**src/rtl/lrhs_pkg.sv**
```systemverilog
// Package for the LED ring hue scanner: ring size, controller states,
// command and status structs between controller and datapath, color wheel.
// No dependencies.
package lrhs_pkg;

    localparam int LED_COUNT = 12;
    localparam int IDX_W     = (LED_COUNT > 2) ? $clog2(LED_COUNT) : 1;

    localparam logic [7:0]  STEP_RESET     = 8'd42;
    localparam logic [7:0]  HUE_THIRD      = 8'd85;
    localparam logic [7:0]  HUE_TWO_THIRDS = 8'd170;
    localparam logic [7:0]  FULL_SCALE     = 8'd255;
    localparam logic [23:0] GAMMA_ROUND    = 24'd32768;

    // Channel codes used while the gamma values are built.
    localparam logic [1:0] CH_G = 2'd0;
    localparam logic [1:0] CH_R = 2'd1;
    localparam logic [1:0] CH_B = 2'd2;

    typedef enum logic [2:0] {
        ST_IDLE,
        ST_SQUARE,
        ST_CUBE,
        ST_FILL,
        ST_EMIT
    } state_t;

    typedef struct packed {
        logic [7:0] g;
        logic [7:0] r;
        logic [7:0] b;
    } color_t;

    typedef struct packed {
        logic             fill_init;
        logic             gamma_square;
        logic             gamma_cube;
        logic [1:0]       ch;
        logic             fill_write;
        logic             frame_commit;
        logic             emit_load;
        logic [IDX_W-1:0] emit_idx;
        logic             emit_last;
    } cmd_t;

    typedef struct packed {
        logic out_free;
    } status_t;

    function automatic color_t wheel_of(input logic [7:0] h);
        color_t     c;
        logic [7:0] k;
        logic [7:0] k3;
        if (h < HUE_THIRD) begin
            k = h;
        end
        else if (h < HUE_TWO_THIRDS) begin
            k = h - HUE_THIRD;
        end
        else begin
            k = h - HUE_TWO_THIRDS;
        end
        k3 = 8'({k, 1'b0} + {1'b0, k});
        if (h < HUE_THIRD) begin
            c.r = k3;
            c.g = FULL_SCALE - k3;
            c.b = 8'd0;
        end
        else if (h < HUE_TWO_THIRDS) begin
            c.r = FULL_SCALE - k3;
            c.g = 8'd0;
            c.b = k3;
        end
        else begin
            c.r = 8'd0;
            c.g = k3;
            c.b = FULL_SCALE - k3;
        end
        return c;
    endfunction

endpackage

```
**src/rtl/led_ring_hue_scanner.sv**
```systemverilog
// Top level of the LED ring hue scanner frame generator.
// Depends on lrhs_pkg, lrhs_ctrl and lrhs_datapath.
//
//  port group      direction  handshake              contents
//  in              sink       in_valid / in_ready    advance
//  out             source     out_valid / out_ready  led_position, green, red, blue, frame_end
//  cfg             sink       cfg_write_en           cfg_write_data (brightness step)
//
// A tick with advance set first builds the gamma cube of each channel in two passes (square,
// then cube), then writes the tail slots, one slot write per cycle, before the first word;
// a resend goes straight to output. Words then leave at up to one a cycle.
// A new tick is taken once the last word of the frame is in the output register.
// Reset clears the pixel store, start position and hue, and loads the step with 42.
// A stall on out_ready holds the current word and the sequencer.
module led_ring_hue_scanner (
    input  logic       clk,
    input  logic       rst_n,
    input  logic       in_valid,
    output logic       in_ready,
    input  logic       advance,
    output logic       out_valid,
    input  logic       out_ready,
    output logic [3:0] led_position,
    output logic [7:0] green,
    output logic [7:0] red,
    output logic [7:0] blue,
    output logic       frame_end,
    input  logic       cfg_write_en,
    input  logic [7:0] cfg_write_data
);

    lrhs_pkg::cmd_t    cmd;
    lrhs_pkg::status_t status;

    lrhs_ctrl u_ctrl (
        .clk      (clk),
        .rst_n    (rst_n),
        .in_valid (in_valid),
        .in_ready (in_ready),
        .advance  (advance),
        .status   (status),
        .cmd      (cmd)
    );

    lrhs_datapath u_datapath (
        .clk            (clk),
        .rst_n          (rst_n),
        .cfg_write_en   (cfg_write_en),
        .cfg_write_data (cfg_write_data),
        .cmd            (cmd),
        .status         (status),
        .out_valid      (out_valid),
        .out_ready      (out_ready),
        .led_position   (led_position),
        .green          (green),
        .red            (red),
        .blue           (blue),
        .frame_end      (frame_end)
    );

    // A word is only loaded when the output register is free.
    assert property (@(posedge clk) disable iff (!rst_n)
        cmd.emit_load |-> status.out_free)
        else $error("word loaded over an untaken word");

    // One tick at a time: no new tick is taken right after an accept.
    assert property (@(posedge clk) disable iff (!rst_n)
        (in_valid && in_ready) |=> !in_ready)
        else $error("input taken while a tick is in progress");

    // Each cube pass follows its square pass.
    assert property (@(posedge clk) disable iff (!rst_n)
        cmd.gamma_cube |-> $past(cmd.gamma_square))
        else $error("gamma cube without square");

    // Filling the store and emitting never overlap.
    assert property (@(posedge clk) disable iff (!rst_n)
        cmd.fill_write |-> !cmd.emit_load)
        else $error("store written during output");

endmodule

```
**src/rtl/lrhs_ctrl.sv**
```systemverilog
// Controller for the LED ring hue scanner: sequences gamma, tail fill and
// pixel output. Depends on lrhs_pkg.
module lrhs_ctrl (
    input  logic               clk,
    input  logic               rst_n,
    input  logic               in_valid,
    output logic               in_ready,
    input  logic               advance,
    input  lrhs_pkg::status_t  status,
    output lrhs_pkg::cmd_t     cmd
);

    lrhs_pkg::state_t           state_reg, state_next;
    logic [1:0]                 ch_reg, ch_next;
    logic [lrhs_pkg::IDX_W-1:0] cnt_reg, cnt_next;

    always_ff @(posedge clk or negedge rst_n) begin
        if (!rst_n) begin
            state_reg <= lrhs_pkg::ST_IDLE;
            ch_reg    <= lrhs_pkg::CH_G;
            cnt_reg   <= '0;
        end
        else begin
            state_reg <= state_next;
            ch_reg    <= ch_next;
            cnt_reg   <= cnt_next;
        end
    end

    always_comb begin
        state_next = state_reg;
        ch_next    = ch_reg;
        cnt_next   = cnt_reg;
        in_ready   = 1'b0;
        cmd        = '0;
        cmd.ch       = ch_reg;
        cmd.emit_idx = cnt_reg;
        cmd.emit_last = (cnt_reg == lrhs_pkg::IDX_W'(lrhs_pkg::LED_COUNT - 1));
        case (state_reg)
            lrhs_pkg::ST_IDLE: begin
                in_ready = 1'b1;
                if (in_valid) begin
                    cnt_next = '0;
                    ch_next  = lrhs_pkg::CH_G;
                    if (advance) begin
                        cmd.fill_init = 1'b1;
                        state_next    = lrhs_pkg::ST_SQUARE;
                    end
                    else begin
                        state_next = lrhs_pkg::ST_EMIT;
                    end
                end
            end
            lrhs_pkg::ST_SQUARE: begin
                cmd.gamma_square = 1'b1;
                state_next       = lrhs_pkg::ST_CUBE;
            end
            lrhs_pkg::ST_CUBE: begin
                cmd.gamma_cube = 1'b1;
                if (ch_reg == lrhs_pkg::CH_B) begin
                    state_next = lrhs_pkg::ST_FILL;
                end
                else begin
                    ch_next    = ch_reg + 2'd1;
                    state_next = lrhs_pkg::ST_SQUARE;
                end
            end
            lrhs_pkg::ST_FILL: begin
                cmd.fill_write = 1'b1;
                if (cnt_reg == lrhs_pkg::IDX_W'(lrhs_pkg::LED_COUNT - 2)) begin
                    cmd.frame_commit = 1'b1;
                    cnt_next         = '0;
                    state_next       = lrhs_pkg::ST_EMIT;
                end
                else begin
                    cnt_next = cnt_reg + 1'b1;
                end
            end
            lrhs_pkg::ST_EMIT: begin
                if (status.out_free) begin
                    cmd.emit_load = 1'b1;
                    if (cmd.emit_last) begin
                        state_next = lrhs_pkg::ST_IDLE;
                    end
                    else begin
                        cnt_next = cnt_reg + 1'b1;
                    end
                end
            end
            default: begin
                state_next = lrhs_pkg::ST_IDLE;
            end
        endcase
    end

endmodule

```
**src/rtl/lrhs_datapath.sv**
```systemverilog
// Datapath for the LED ring hue scanner: position and hue registers, gamma
// multipliers, tail brightness scaling, pixel store and output word register.
// Depends on lrhs_pkg.
module lrhs_datapath (
    input  logic              clk,
    input  logic              rst_n,
    input  logic              cfg_write_en,
    input  logic [7:0]        cfg_write_data,
    input  lrhs_pkg::cmd_t    cmd,
    output lrhs_pkg::status_t status,
    output logic              out_valid,
    input  logic              out_ready,
    output logic [3:0]        led_position,
    output logic [7:0]        green,
    output logic [7:0]        red,
    output logic [7:0]        blue,
    output logic              frame_end
);

    logic [7:0]                 step_reg;
    logic [lrhs_pkg::IDX_W-1:0] start_reg;
    logic [7:0]                 hue_reg;
    logic [lrhs_pkg::IDX_W-1:0] slot_reg;
    logic [7:0]                 bright_reg;
    logic                       over_reg;
    logic [15:0]                sq_reg;
    logic [7:0]                 gam_g_reg, gam_r_reg, gam_b_reg;
    logic [23:0]                pix_reg [lrhs_pkg::LED_COUNT];
    logic                       out_valid_reg;
    logic [3:0]                 pos_reg;
    lrhs_pkg::color_t           out_px_reg;
    logic                       last_reg;

    lrhs_pkg::color_t           wheel;
    logic [7:0]                 chan_x;
    logic [15:0]                sq_prod;
    logic [23:0]                cube_sum;
    logic [7:0]                 bright_eff;
    logic [8:0]                 bright_sum;
    logic [15:0]                scaled_g, scaled_r, scaled_b;
    logic [lrhs_pkg::IDX_W-1:0] last_idx;

    assign last_idx = lrhs_pkg::IDX_W'(lrhs_pkg::LED_COUNT - 1);
    assign wheel    = lrhs_pkg::wheel_of(hue_reg);

    always_comb begin
        case (cmd.ch)
            lrhs_pkg::CH_G: chan_x = wheel.g;
            lrhs_pkg::CH_R: chan_x = wheel.r;
            lrhs_pkg::CH_B: chan_x = wheel.b;
            default:        chan_x = 8'd0;
        endcase
    end

    // Cube is built in two passes, each with its own multiplier: x*x, then (x*x)*x.
    assign sq_prod  = chan_x * chan_x;
    assign cube_sum = 24'(sq_reg * chan_x) + lrhs_pkg::GAMMA_ROUND;

    // Brightness grows by the step per slot; once past 255 it stays past.
    assign bright_eff = over_reg ? 8'd0 : bright_reg;
    assign bright_sum = {1'b0, bright_reg} + {1'b0, step_reg};
    assign scaled_g   = gam_g_reg * bright_eff;
    assign scaled_r   = gam_r_reg * bright_eff;
    assign scaled_b   = gam_b_reg * bright_eff;

    assign status.out_free = !out_valid_reg || out_ready;

    always_ff @(posedge clk or negedge rst_n) begin
        if (!rst_n) begin
            step_reg      <= lrhs_pkg::STEP_RESET;
            start_reg     <= '0;
            hue_reg       <= 8'd0;
            out_valid_reg <= 1'b0;
            for (int i = 0; i < lrhs_pkg::LED_COUNT; i++) begin
                pix_reg[i] <= 24'd0;
            end
        end
        else begin
            if (cfg_write_en) begin
                step_reg <= cfg_write_data;
            end
            if (cmd.frame_commit) begin
                start_reg <= (start_reg == last_idx) ? '0 : start_reg + 1'b1;
                hue_reg   <= hue_reg + 8'd1;
            end
            if (cmd.fill_write) begin
                pix_reg[slot_reg] <= {scaled_g[15:8], scaled_r[15:8], scaled_b[15:8]};
            end
            if (cmd.emit_load) begin
                out_valid_reg <= 1'b1;
            end
            else if (out_ready) begin
                out_valid_reg <= 1'b0;
            end
        end
    end

    always_ff @(posedge clk) begin
        if (cmd.fill_init) begin
            slot_reg   <= start_reg;
            bright_reg <= 8'd0;
            over_reg   <= 1'b0;
        end
        else if (cmd.fill_write) begin
            slot_reg   <= (slot_reg == last_idx) ? '0 : slot_reg + 1'b1;
            bright_reg <= bright_sum[7:0];
            over_reg   <= over_reg | bright_sum[8];
        end
        if (cmd.gamma_square) begin
            sq_reg <= sq_prod;
        end
        if (cmd.gamma_cube) begin
            case (cmd.ch)
                lrhs_pkg::CH_G: gam_g_reg <= cube_sum[23:16];
                lrhs_pkg::CH_R: gam_r_reg <= cube_sum[23:16];
                lrhs_pkg::CH_B: gam_b_reg <= cube_sum[23:16];
                default: ;
            endcase
        end
        if (cmd.emit_load) begin
            pos_reg    <= 4'(cmd.emit_idx);
            out_px_reg <= pix_reg[cmd.emit_idx];
            last_reg   <= cmd.emit_last;
        end
    end

    assign out_valid    = out_valid_reg;
    assign led_position = pos_reg;
    assign green        = out_px_reg.g;
    assign red          = out_px_reg.r;
    assign blue         = out_px_reg.b;
    assign frame_end    = last_reg;

endmodule
```
**config.mk**
```make
export PLATFORM = sky130hd
export DESIGN_NAME = led_ring_hue_scanner
export DESIGN_NICKNAME = d
export VERILOG_FILES = /design/src/rtl/lrhs_pkg.sv /design/src/rtl/led_ring_hue_scanner.sv /design/src/rtl/lrhs_ctrl.sv /design/src/rtl/lrhs_datapath.sv
export SDC_FILE = /design/constraint.sdc
export NUM_CORES = 1
export LEC_CHECK = 0
export BUFFER_PORTS_ARGS = -buffer_cell sky130_fd_sc_hd__buf_2
export CORE_ASPECT_RATIO = 0.5
export CORE_MARGIN = 5
export CORE_UTILIZATION = 24
export DETAILED_ROUTE_END_ITERATION = 10
export HOLD_SLACK_MARGIN = 0.06
export PLACE_DENSITY = 0.42
export SLEW_MARGIN = 25
export SYNTH_ARGS = -nofsm -noshare
export SYNTH_HDL_FRONTEND = slang
export SYNTH_SLANG_ARGS = --single-unit
```
**constraint.sdc**
```tcl
create_clock -name clk -period 9 [get_ports clk]
set_clock_uncertainty 0.2 [all_clocks]
set_input_delay 1.35 -clock clk [delete_from_list [all_inputs] [get_ports clk]]
set_output_delay 1.35 -clock clk [all_outputs]
set_load 0.01 [all_outputs]
```
Word-level counts from Yosys, hierarchy flattened
Index checks and enable logic that the tools add are counted.

Logic and storage cells: 129. Output and inout port bits: 31. Bits in registers: 400. Input port bits: 14.

Equal/unequal tests: 16. Reduce and logical (&&, ||, !) cells: 15. Mux-type cells: 43. Multiply operators: 5. Magnitude comparators: 5. Add/subtract/negate cells: 11. Bitwise gates (word level): 3.

Operators with widths (count): 288-bit bitwise mux (1); 24-bit 2-to-1 mux (5); 24-bit binary-select mux with 4-bit select (1); 24-bit demux with 4-bit select (1); 8-bit by 8-bit multiplier with 16-bit output (4); 4-bit 2-to-1 mux (8); 24-bit by 16-bit adder with 24-bit output, second input constant (1); 16-bit by 8-bit multiplier with 24-bit output (1); 8-bit 2-to-1 mux (3); 8-bit one-hot mux with 3 select lines (1); 4-bit equality test, second input constant (4); 3-bit 2-to-1 mux (5); 3-bit one-hot mux with 5 select lines (1); 4-bit by 1-bit adder with 4-bit output, second input constant (3); 4-bit one-hot mux with 3 select lines (1); 1-bit 2-to-1 mux (11); 5-bit greater-or-equal comparator, second input constant (2); 4-bit inverter with 5-bit output (2); 8-bit by 8-bit adder with 9-bit output (1); 8-bit by 1-bit adder with 8-bit output, second input constant (1); 8-bit adder (1); 8-bit by 7-bit < comparator with 1-bit output, second input constant (1); 8-bit < comparator, second input constant (1); 2-bit 2-to-1 mux (4); 24 further kinds (34).

Depth between registers and ports, before layout
Gate-level depths: netlist (run 1).

Word-level depth: 10. Gate-level depth with buffers: 40. Gate-level depth less buffers: 39.

By module
From an unflattened synthesis (run 1), not the netlist that was laid out.

Cell total of the unflattened synthesis: 2905. Area total of the unflattened synthesis: 29000.3 um^2.

Modules (own cells, without submodules): lrhs_datapath (seq. area each 10078.4 um^2, times used 1, cells each 2838, area an instance 28343.4 um^2); lrhs_ctrl (seq. area each 225.2 um^2, times used 1, cells each 67, area an instance 656.9 um^2).

Worst setup path after synthesis (run 1)
Ideal clock, no wire load.

Path kind: register -> register. From: register u_datapath.hue_reg[0]. To: register u_datapath.gam_b_reg[7], data pin. Required time: 8.531 ns. Setup slack: 0.605 ns. Cell stages (with the launch flop): 36. Library setup time: 0.269 ns. Data arrival time: 7.926 ns. Cells stage by stage: dfrtp_1 inv_1 ha_1 nor2b_4 nor2_1 o21ai_1 buf_2 a21oi_1 a221oi_1 ha_1 nor2b_1 o21a_1 o211ai_1 nand2_1 xnor2_1 mux2_2 o31ai_4 a21oi_2 buf_2 and2_1 fa_1 fa_1 fa_1 inv_1 fa_1 inv_1 ha_1 a21o_1 a21oi_1 nor4b_1 nand2_1 a31o_2 a31o_2 a31oi_1 o21bai_1 xnor2_1.

Cells in the longest elaborated chain, start to end: 10.

RTL lines: from (decl) (line lrhs_datapath.sv:22) `logic [7:0] hue_reg;`; from (signal assigned) (line lrhs_datapath.sv:84) `hue_reg <= hue_reg + 8'd1;`; 8-bit subtractor, or another cell as far along (line lrhs_pkg.sv:61) `k = h - HUE_TWO_THIRDS;`; 8-bit 2-to-1 mux (line lrhs_pkg.sv:57) `else if (h < HUE_TWO_THIRDS) begin`; 8-bit 2-to-1 mux (line lrhs_pkg.sv:54) `if (h < HUE_THIRD) begin`; 8-bit adder (line lrhs_pkg.sv:63) `k3 = 8'({k, 1'b0} + {1'b0, k});`; 8-bit subtractor (line lrhs_pkg.sv:66, lrhs_pkg.sv:70, lrhs_pkg.sv:77); 24-bit 2-to-1 mux (line lrhs_pkg.sv:69) `else if (h < HUE_TWO_THIRDS) begin`; 24-bit 2-to-1 mux (*) (line lrhs_pkg.sv:64) `if (h < HUE_THIRD) begin`; 8-bit one-hot mux with 3 select lines (*) (line lrhs_datapath.sv:47) `case (cmd.ch)`; 16-bit by 8-bit multiplier with 24-bit output (*) (line lrhs_datapath.sv:57) `assign cube_sum = 24'(sq_reg * chan_x) + lrhs_pkg::GAMMA_ROUND;`; 24-bit by 16-bit adder with 24-bit output (*) (line lrhs_datapath.sv:57); net u_datapath.cube_sum[23] (line lrhs_datapath.sv:37) `logic [23:0] cube_sum;`; to (signal assigned) (line lrhs_datapath.sv:116) `lrhs_pkg::CH_B: gam_b_reg <= cube_sum[23:16];`; to (decl) (line lrhs_datapath.sv:27) `logic [7:0] gam_g_reg, gam_r_reg, gam_b_reg;`.

Mark *: on every way through the listed nets, which the timed path passes. The rest lies on a longest branch. A chain may end at the register's enable or synchronous reset.

Final worst setup path (run 1)
From: register u_datapath.hue_reg[1]. To: register u_datapath.gam_g_reg[7], data pin.

Cells in the longest elaborated chain, start to end: 10.

RTL lines: 8-bit subtractor, or another cell as far along (line lrhs_pkg.sv:61); 8-bit 2-to-1 mux (line lrhs_pkg.sv:57); 8-bit 2-to-1 mux (line lrhs_pkg.sv:54); 8-bit adder (line lrhs_pkg.sv:63); 8-bit subtractor (line lrhs_pkg.sv:66, lrhs_pkg.sv:70, lrhs_pkg.sv:77); 24-bit 2-to-1 mux (line lrhs_pkg.sv:69); 24-bit 2-to-1 mux (*) (line lrhs_pkg.sv:64); 8-bit one-hot mux with 3 select lines (*) (line lrhs_datapath.sv:47); 16-bit by 8-bit multiplier with 24-bit output (*) (line lrhs_datapath.sv:57); 24-bit by 16-bit adder with 24-bit output (*) (line lrhs_datapath.sv:57); net u_datapath.cube_sum[23] (line lrhs_datapath.sv:37); to (signal assigned) (line lrhs_datapath.sv:114) `lrhs_pkg::CH_G: gam_g_reg <= cube_sum[23:16];`; to (decl) (line lrhs_datapath.sv:27).

Marked as above.

==> flow_summary.toml, run 1 <==
[status]
outcome = "finished, final reports clean"

[routing]
drc_errors = 0
firstDrtPassIters = 4
via_per_inst = 4.309
vias = 19140
drtAntennaViolNets = 0
first_iter_violations = 856
wl_per_cell_um = 16.24
drt_wl_total_mm = 72.11

[cts]
cts-root-buf = "clkbuf_16"
htreeDepth = 2
cts_buffer_depth = 3
cts_num_sinks = 399
cts_buffers = 44
clk_pin_slew_ns = 0.06
clkLatencyLatePin_ns = 0.59
cts_hold_buf = 0
cts_tree = "built"

[cells_and_area]
fin_area_um2 = 32290
final_core_util = 0.2733
seq_area_um2 = 10310
final_nets = 3250
fillCellCount = 12370
drive_above_1_share = 0.1211
multi_input_area_um2 = 16610
area_growth_syn_to_layout_pct = 12.74
largest_register_ffs = 288

[die]
die_height_um = 254.3
die_w_um = 498.6
initial_core_util = 0.2424
rows = 89
fp.coreArea_um2 = 118200
dieArea_um2 = 126800
num_io_pins = 45

[logic_synthesis]
synth_most_common_cell = "nand2_1"
ys_types = 85
syn_area_um2 = 28640
yosysTopAreaCellShare = 0.2752
synth_edf_count = 72
synth_seq_cells = 399
synth_top_area_cell = "dfrtp_1"
synth_common_cells = "440 x nand2_1, 347 x inv_1, 315 x dfrtp_1, 280 x o21ai_0, 216 x ha_1"
avgSynthCellArea_um2 = 10.16
async_flop_share = 0.7970
synth_cells = 2818
synth_area_leaders = "dfrtp_1 28%, fa_1 15%, ha_1 9.4%"
seq_area_frac_synth = 0.3597
synth_nets = 3256
yosysWarnings = 0
ys.flop_type = "dfrtp_1"

[grt]
grt.overflow.total = 0
grt_pass1_vias = 20530
grt_util_all_layers = 0.1156
antenna_found_initial = 0
grt_max_degree = 171
grt_pass1_wl_mm = 118.1

[timing]
hold_viol = 0
period_needed_ns = 8.493
tightest_slew_ns = 1.038
fin_ws_ns = 0.5070
setup_violations = 0
drv_slew = 0
fmax_mhz = 117.7
max_slew_margin = 0.3057
finalSetupTns_ns = 0
post-route-period-util = 0.9437

[worst_setup_path]
critPathLaunchType = "flop"
path_common_cell = "fa_1"
path_class = "reg -> reg"
cp_slowest_stage_delay_ns = 0.51
critPathMaxFanout = 13
cp_data_arrival_time_ns = 8.62
required_ns = 9.13
worstSetupEndpointType = "flop"
cp_slowest_cell = "fa_1"

[placement]
place_ws_ns = 0.02085
dp_hpwl_mm = 48.49
port_buffers = 44
gp_congestion = 0.7700
dpl_cell_area_um2 = 30730

[job]
cap_violations = 0

[hold_path]
hold_path_class = "reg -> reg"
logic make-up after synthesis:
kind of cell | after synthesis | share of synthesized area
AOI/OAI and AO/OA | 470 | 0.09649
adders and majority gates | 424 | 0.2397
muxes | 134 | 0.07985
and+or+nand+nor | 822 | 0.1350
buffers and inverters | 497 | 0.06692
xor gates and xnor gates | 72 | 0.02228
DFF | 399 | 0.3597
repair_timing:
item | 4_1_cts | 5_1_grt
gates resized for setup | 1 | 11
setup buffers | 0 | 2
pin swaps | 0 | 1
endpoints found under the setup margin | 3 | 23
worst max-delay path, delay by kind of cell (launching register included):
| family | cells | cell delay, ns |
|---|---|---|
| buf+inv | 6 | 0.62 |
| flops | 1 | 0.38 |
| simple gates | 8 | 0.98 |
| xor+xnor | 3 | 0.48 |
| fa+ha+maj | 8 | 3.03 |
| compound gates | 11 | 2.11 |
| mux | 1 | 0.40 |
per-stage QoR:
stage | instances | hold slack [ns]
floorplan | 2818 | 0.2231
global placement | 4355 | 0.2565
detailed placement | 4355 | 0.2655
CTS | 4437 | 0.2800
global route | 4440 | 0.2925
finish | 4441 | 0.2732
final timing paths:
path,from,to,slack (ns),cells past startpoint
setup / recovery,u_datapath.hue_reg[1],u_datapath.gam_g_reg[7],0.51,37
hold / removal,u_datapath.pix_reg[177],u_datapath.pix_reg[177],0.27,2
setup reg to reg,u_datapath.hue_reg[1],u_datapath.gam_g_reg[7],0.51,37
hold reg to reg,u_datapath.pix_reg[177],u_datapath.pix_reg[177],0.27,2
max in group asynchronous,rst_n,u_datapath.pix_reg[75],6.62,3
min in group asynchronous,rst_n,u_datapath.hue_reg[5],0.52,1
cells in the final DEF, fill, tap and decap left out, drive strengths merged, types with 6 or more instances in the layout:
cell type  synthesis  layout
a211oi             7       7
a21o              13      13
a21oi             46      46
a31oi              6       6
and2             187     187
and3               6       6
buf               32      96
clkbuf           116      54
clkinv             0      22
dfrtp            315     315
dfxtp              9       9
edfxtp            72      72
fa               208     208
ha               216     216
inv              349     351
mux2              36      36
mux2i             26      26
mux4              72      72
nand2            440     440
nand2b            13      13
nand3             24      24
nor2              67      67
nor2b             23      23
nor3              34      34
o211ai             6       6
o21a              13      13
o21ai            304     304
o21bai            10      10
o22ai             25      25
o31ai              6       6
or3                6       6
xnor2             47      47
xor2              25      25
cell type report:
| class | count | share of cell area |
|---|---|---|
| clock buffer | 54 | 0.03557 |
| clock inverter | 28 | 0.007943 |
| antenna | 1 | 0.00007749 |
| inverter | 349 | 0.04057 |
| tap | 1592 | 0.06168 |
| multi-input combinational | 1922 | 0.5145 |
| timing repair buffer | 96 | 0.02034 |
| sequential | 399 | 0.3194 |
metal layers:
| layer | track usage | share of wire |
|---|---|---|
| met5 | 0 | 0 |
| met2 | 0.1940 | 0.46 |
| met1 | 0.1613 | 0.50 |
| met3 | 0.01539 | 0.027 |
| met4 | 0.02186 | 0.016 |
Power of run 1 is left out: the tool's default activity adds up to more than one toggle a clock period on the data nets, which glitch-free logic cannot reach.
==> run 2, diff against run 1 <==
clock period = 7.6 ns   (was 9 ns; I/O delays follow)
==> run 2 against run 1 <==
Compared with the run above: the run now ends with negative setup slack left; design area up 4.6%; worst hold slack better by 0.0035 ns; critical path depth up 1; die area unchanged; global-route usage up 0.083 points; register-to-register slack worse by 0.73 ns; sequential share of layout area down 1.4 points; cell count up 2.7%; sequential cell count unchanged; non-clock buffer count up 119.
==> flow_summary.toml, run 2 (synthesis results as in run 1) <==
[cts]
cts_hold_buf = 0
cts_buffers = 45
cts_num_sinks = 399
clkLatencyLatePin_ns = 0.60
clk_pin_slew_ns = 0.06
cts-root-buf = "clkbuf_16"
cts_tree = "built"
cts_buffer_depth = 3
htreeDepth = 2

[worst_setup_path]
cp_slowest_cell = "fa_1"
critPathMaxFanout = 4
cp_data_arrival_time_ns = 7.96
path_class = "reg -> reg"
critPathLaunchType = "flop"
cp_slowest_stage_delay_ns = 0.50
worstSetupEndpointType = "flop"
required_ns = 7.74

[cells_and_area]
fillCellCount = 12320
largest_register_ffs = 288
final_nets = 3370
multi_input_area_um2 = 17020
drive_above_1_share = 0.1830
area_growth_syn_to_layout_pct = 17.91
seq_area_um2 = 10320
fin_cells = 4560
final_common_cell = "nand2_1"
fin_area_um2 = 33770
final_core_util = 0.2858
final_cell_mix = "428 x nand2_1, 335 x inv_1, 308 x dfrtp_1"

[timing]
post-route-period-util = 1.030
hold_viol = 0
drv_slew = 0
period_needed_ns = 7.826
rsz0062_at_grt = "true"
setup_violations = 21
tightest_slew_ns = 0.9865
max_slew_margin = 0.3401
fmax_mhz = 127.8
fin_ws_ns = -0.2259

[die]
initial_core_util = 0.2424
die_w_um = 498.6
die_height_um = 254.3
rows = 89
fp.coreArea_um2 = 118200
num_io_pins = 45
dieArea_um2 = 126800

[status]
violations = "negative setup slack"
outcome = "complete, but fails checks"

[grt]
grt_util_all_layers = 0.1164
antenna_found_initial = 2
grt_pass1_vias = 20520
grt_max_degree = 149
grt_pass1_wl_mm = 118.6
grt.overflow.total = 0

[routing]
drt_wl_total_mm = 73.36
drtAntennaViolNets = 0
firstDrtPassIters = 5
drc_errors = 0
vias = 19630
first_iter_violations = 939
wl_per_cell_um = 16.09
via_per_inst = 4.304

[hold_path]
hold_path_class = "reg -> reg"

[placement]
port_buffers = 44
dp.cells = 4453
place_ws_ns = -0.4805
dp_hpwl_mm = 49.90
gp_congestion = 0.7476
dpl_cell_area_um2 = 31630

[job]
cap_violations = 0
==> run 2: cell count changes in the layout (fill, tap and decap cells not counted), sizes merged <==
cell      change
buf         +119
clkbuf       +11
clkinv       -14
clkinvlp      +2
inv           +1
==> run 2: final timing paths <==
| kind | to | startpoint | cells past startpoint | slack [ns] |
|---|---|---|---|---|
| min reg2reg | u_datapath.pix_reg[40] | u_datapath.pix_reg[40] | 2 | 0.28 |
| max reg2reg | u_datapath.gam_g_reg[4] | u_datapath.hue_reg[1] | 38 | -0.23 |
| max | u_datapath.gam_g_reg[4] | u_datapath.hue_reg[1] | 38 | -0.23 |
| min | u_datapath.pix_reg[40] | u_datapath.pix_reg[40] | 2 | 0.28 |
| min in group asynchronous | u_datapath.step_reg[0] | rst_n | 1 | 0.38 |
| max in group asynchronous | u_datapath.pix_reg[172] | rst_n | 2 | 5.43 |
==> run 2: through the flow <==
step | hold slack (ns) | setup TNS [ns]
2_1_floorplan | 0.2231 | -2.701
3_3_place_gp | 0.2564 | -7.662
5_1_grt | 0.2940 | -13.46
3_5_place_dp | 0.2653 | -9.581
6_report | 0.2768 | -3.111
4_1_cts | 0.2795 | -3.188
==> run 2: per-layer routing <==
metal	routed length, µm	part of all wire	up-vias	global-route usage
met5	0	0	-	0
met4	1104	0.015	0	0.02261
met3	1844	0.025	68	0.01389
met2	33860	0.46	156	0.1933
met1	36550	0.50	9882	0.1650
li1	-	-	9519	-
==> run 2: layout make-up <==
type                    instances  area share
multi-input cells            1922      0.5039
repair buffers                215     0.04683
flip-flops and latches        399      0.3055
clock buffers                  65     0.03949
inverters                     349     0.03897
diodes                          1  0.00007410
clock inverters                17    0.006224
well taps                    1592     0.05898
==> run 2: worst max-delay path: cells and delay by family, from the launching register on <==
| family | cells | cell delay (ns) |
|---|---|---|
| AOI/OAI and AO/OA | 12 | 2.16 |
| xor gates and xnor gates | 2 | 0.34 |
| adders and majority gates | 8 | 2.66 |
| buffers and inverters | 7 | 0.42 |
| DFF | 1 | 0.42 |
| muxes | 1 | 0.34 |
| and+or+nand+nor | 8 | 1.02 |
==> run 2: repair_timing <==
item | 4_1_cts | 5_1_grt
buffers inserted | 17 | 9
setup endpoints to repair | 26 | 29
gates resized for setup | 52 | 32
gates cloned | 1 | 1
pin swaps | 34 | 22
Power of run 2 is left out for the same reason.
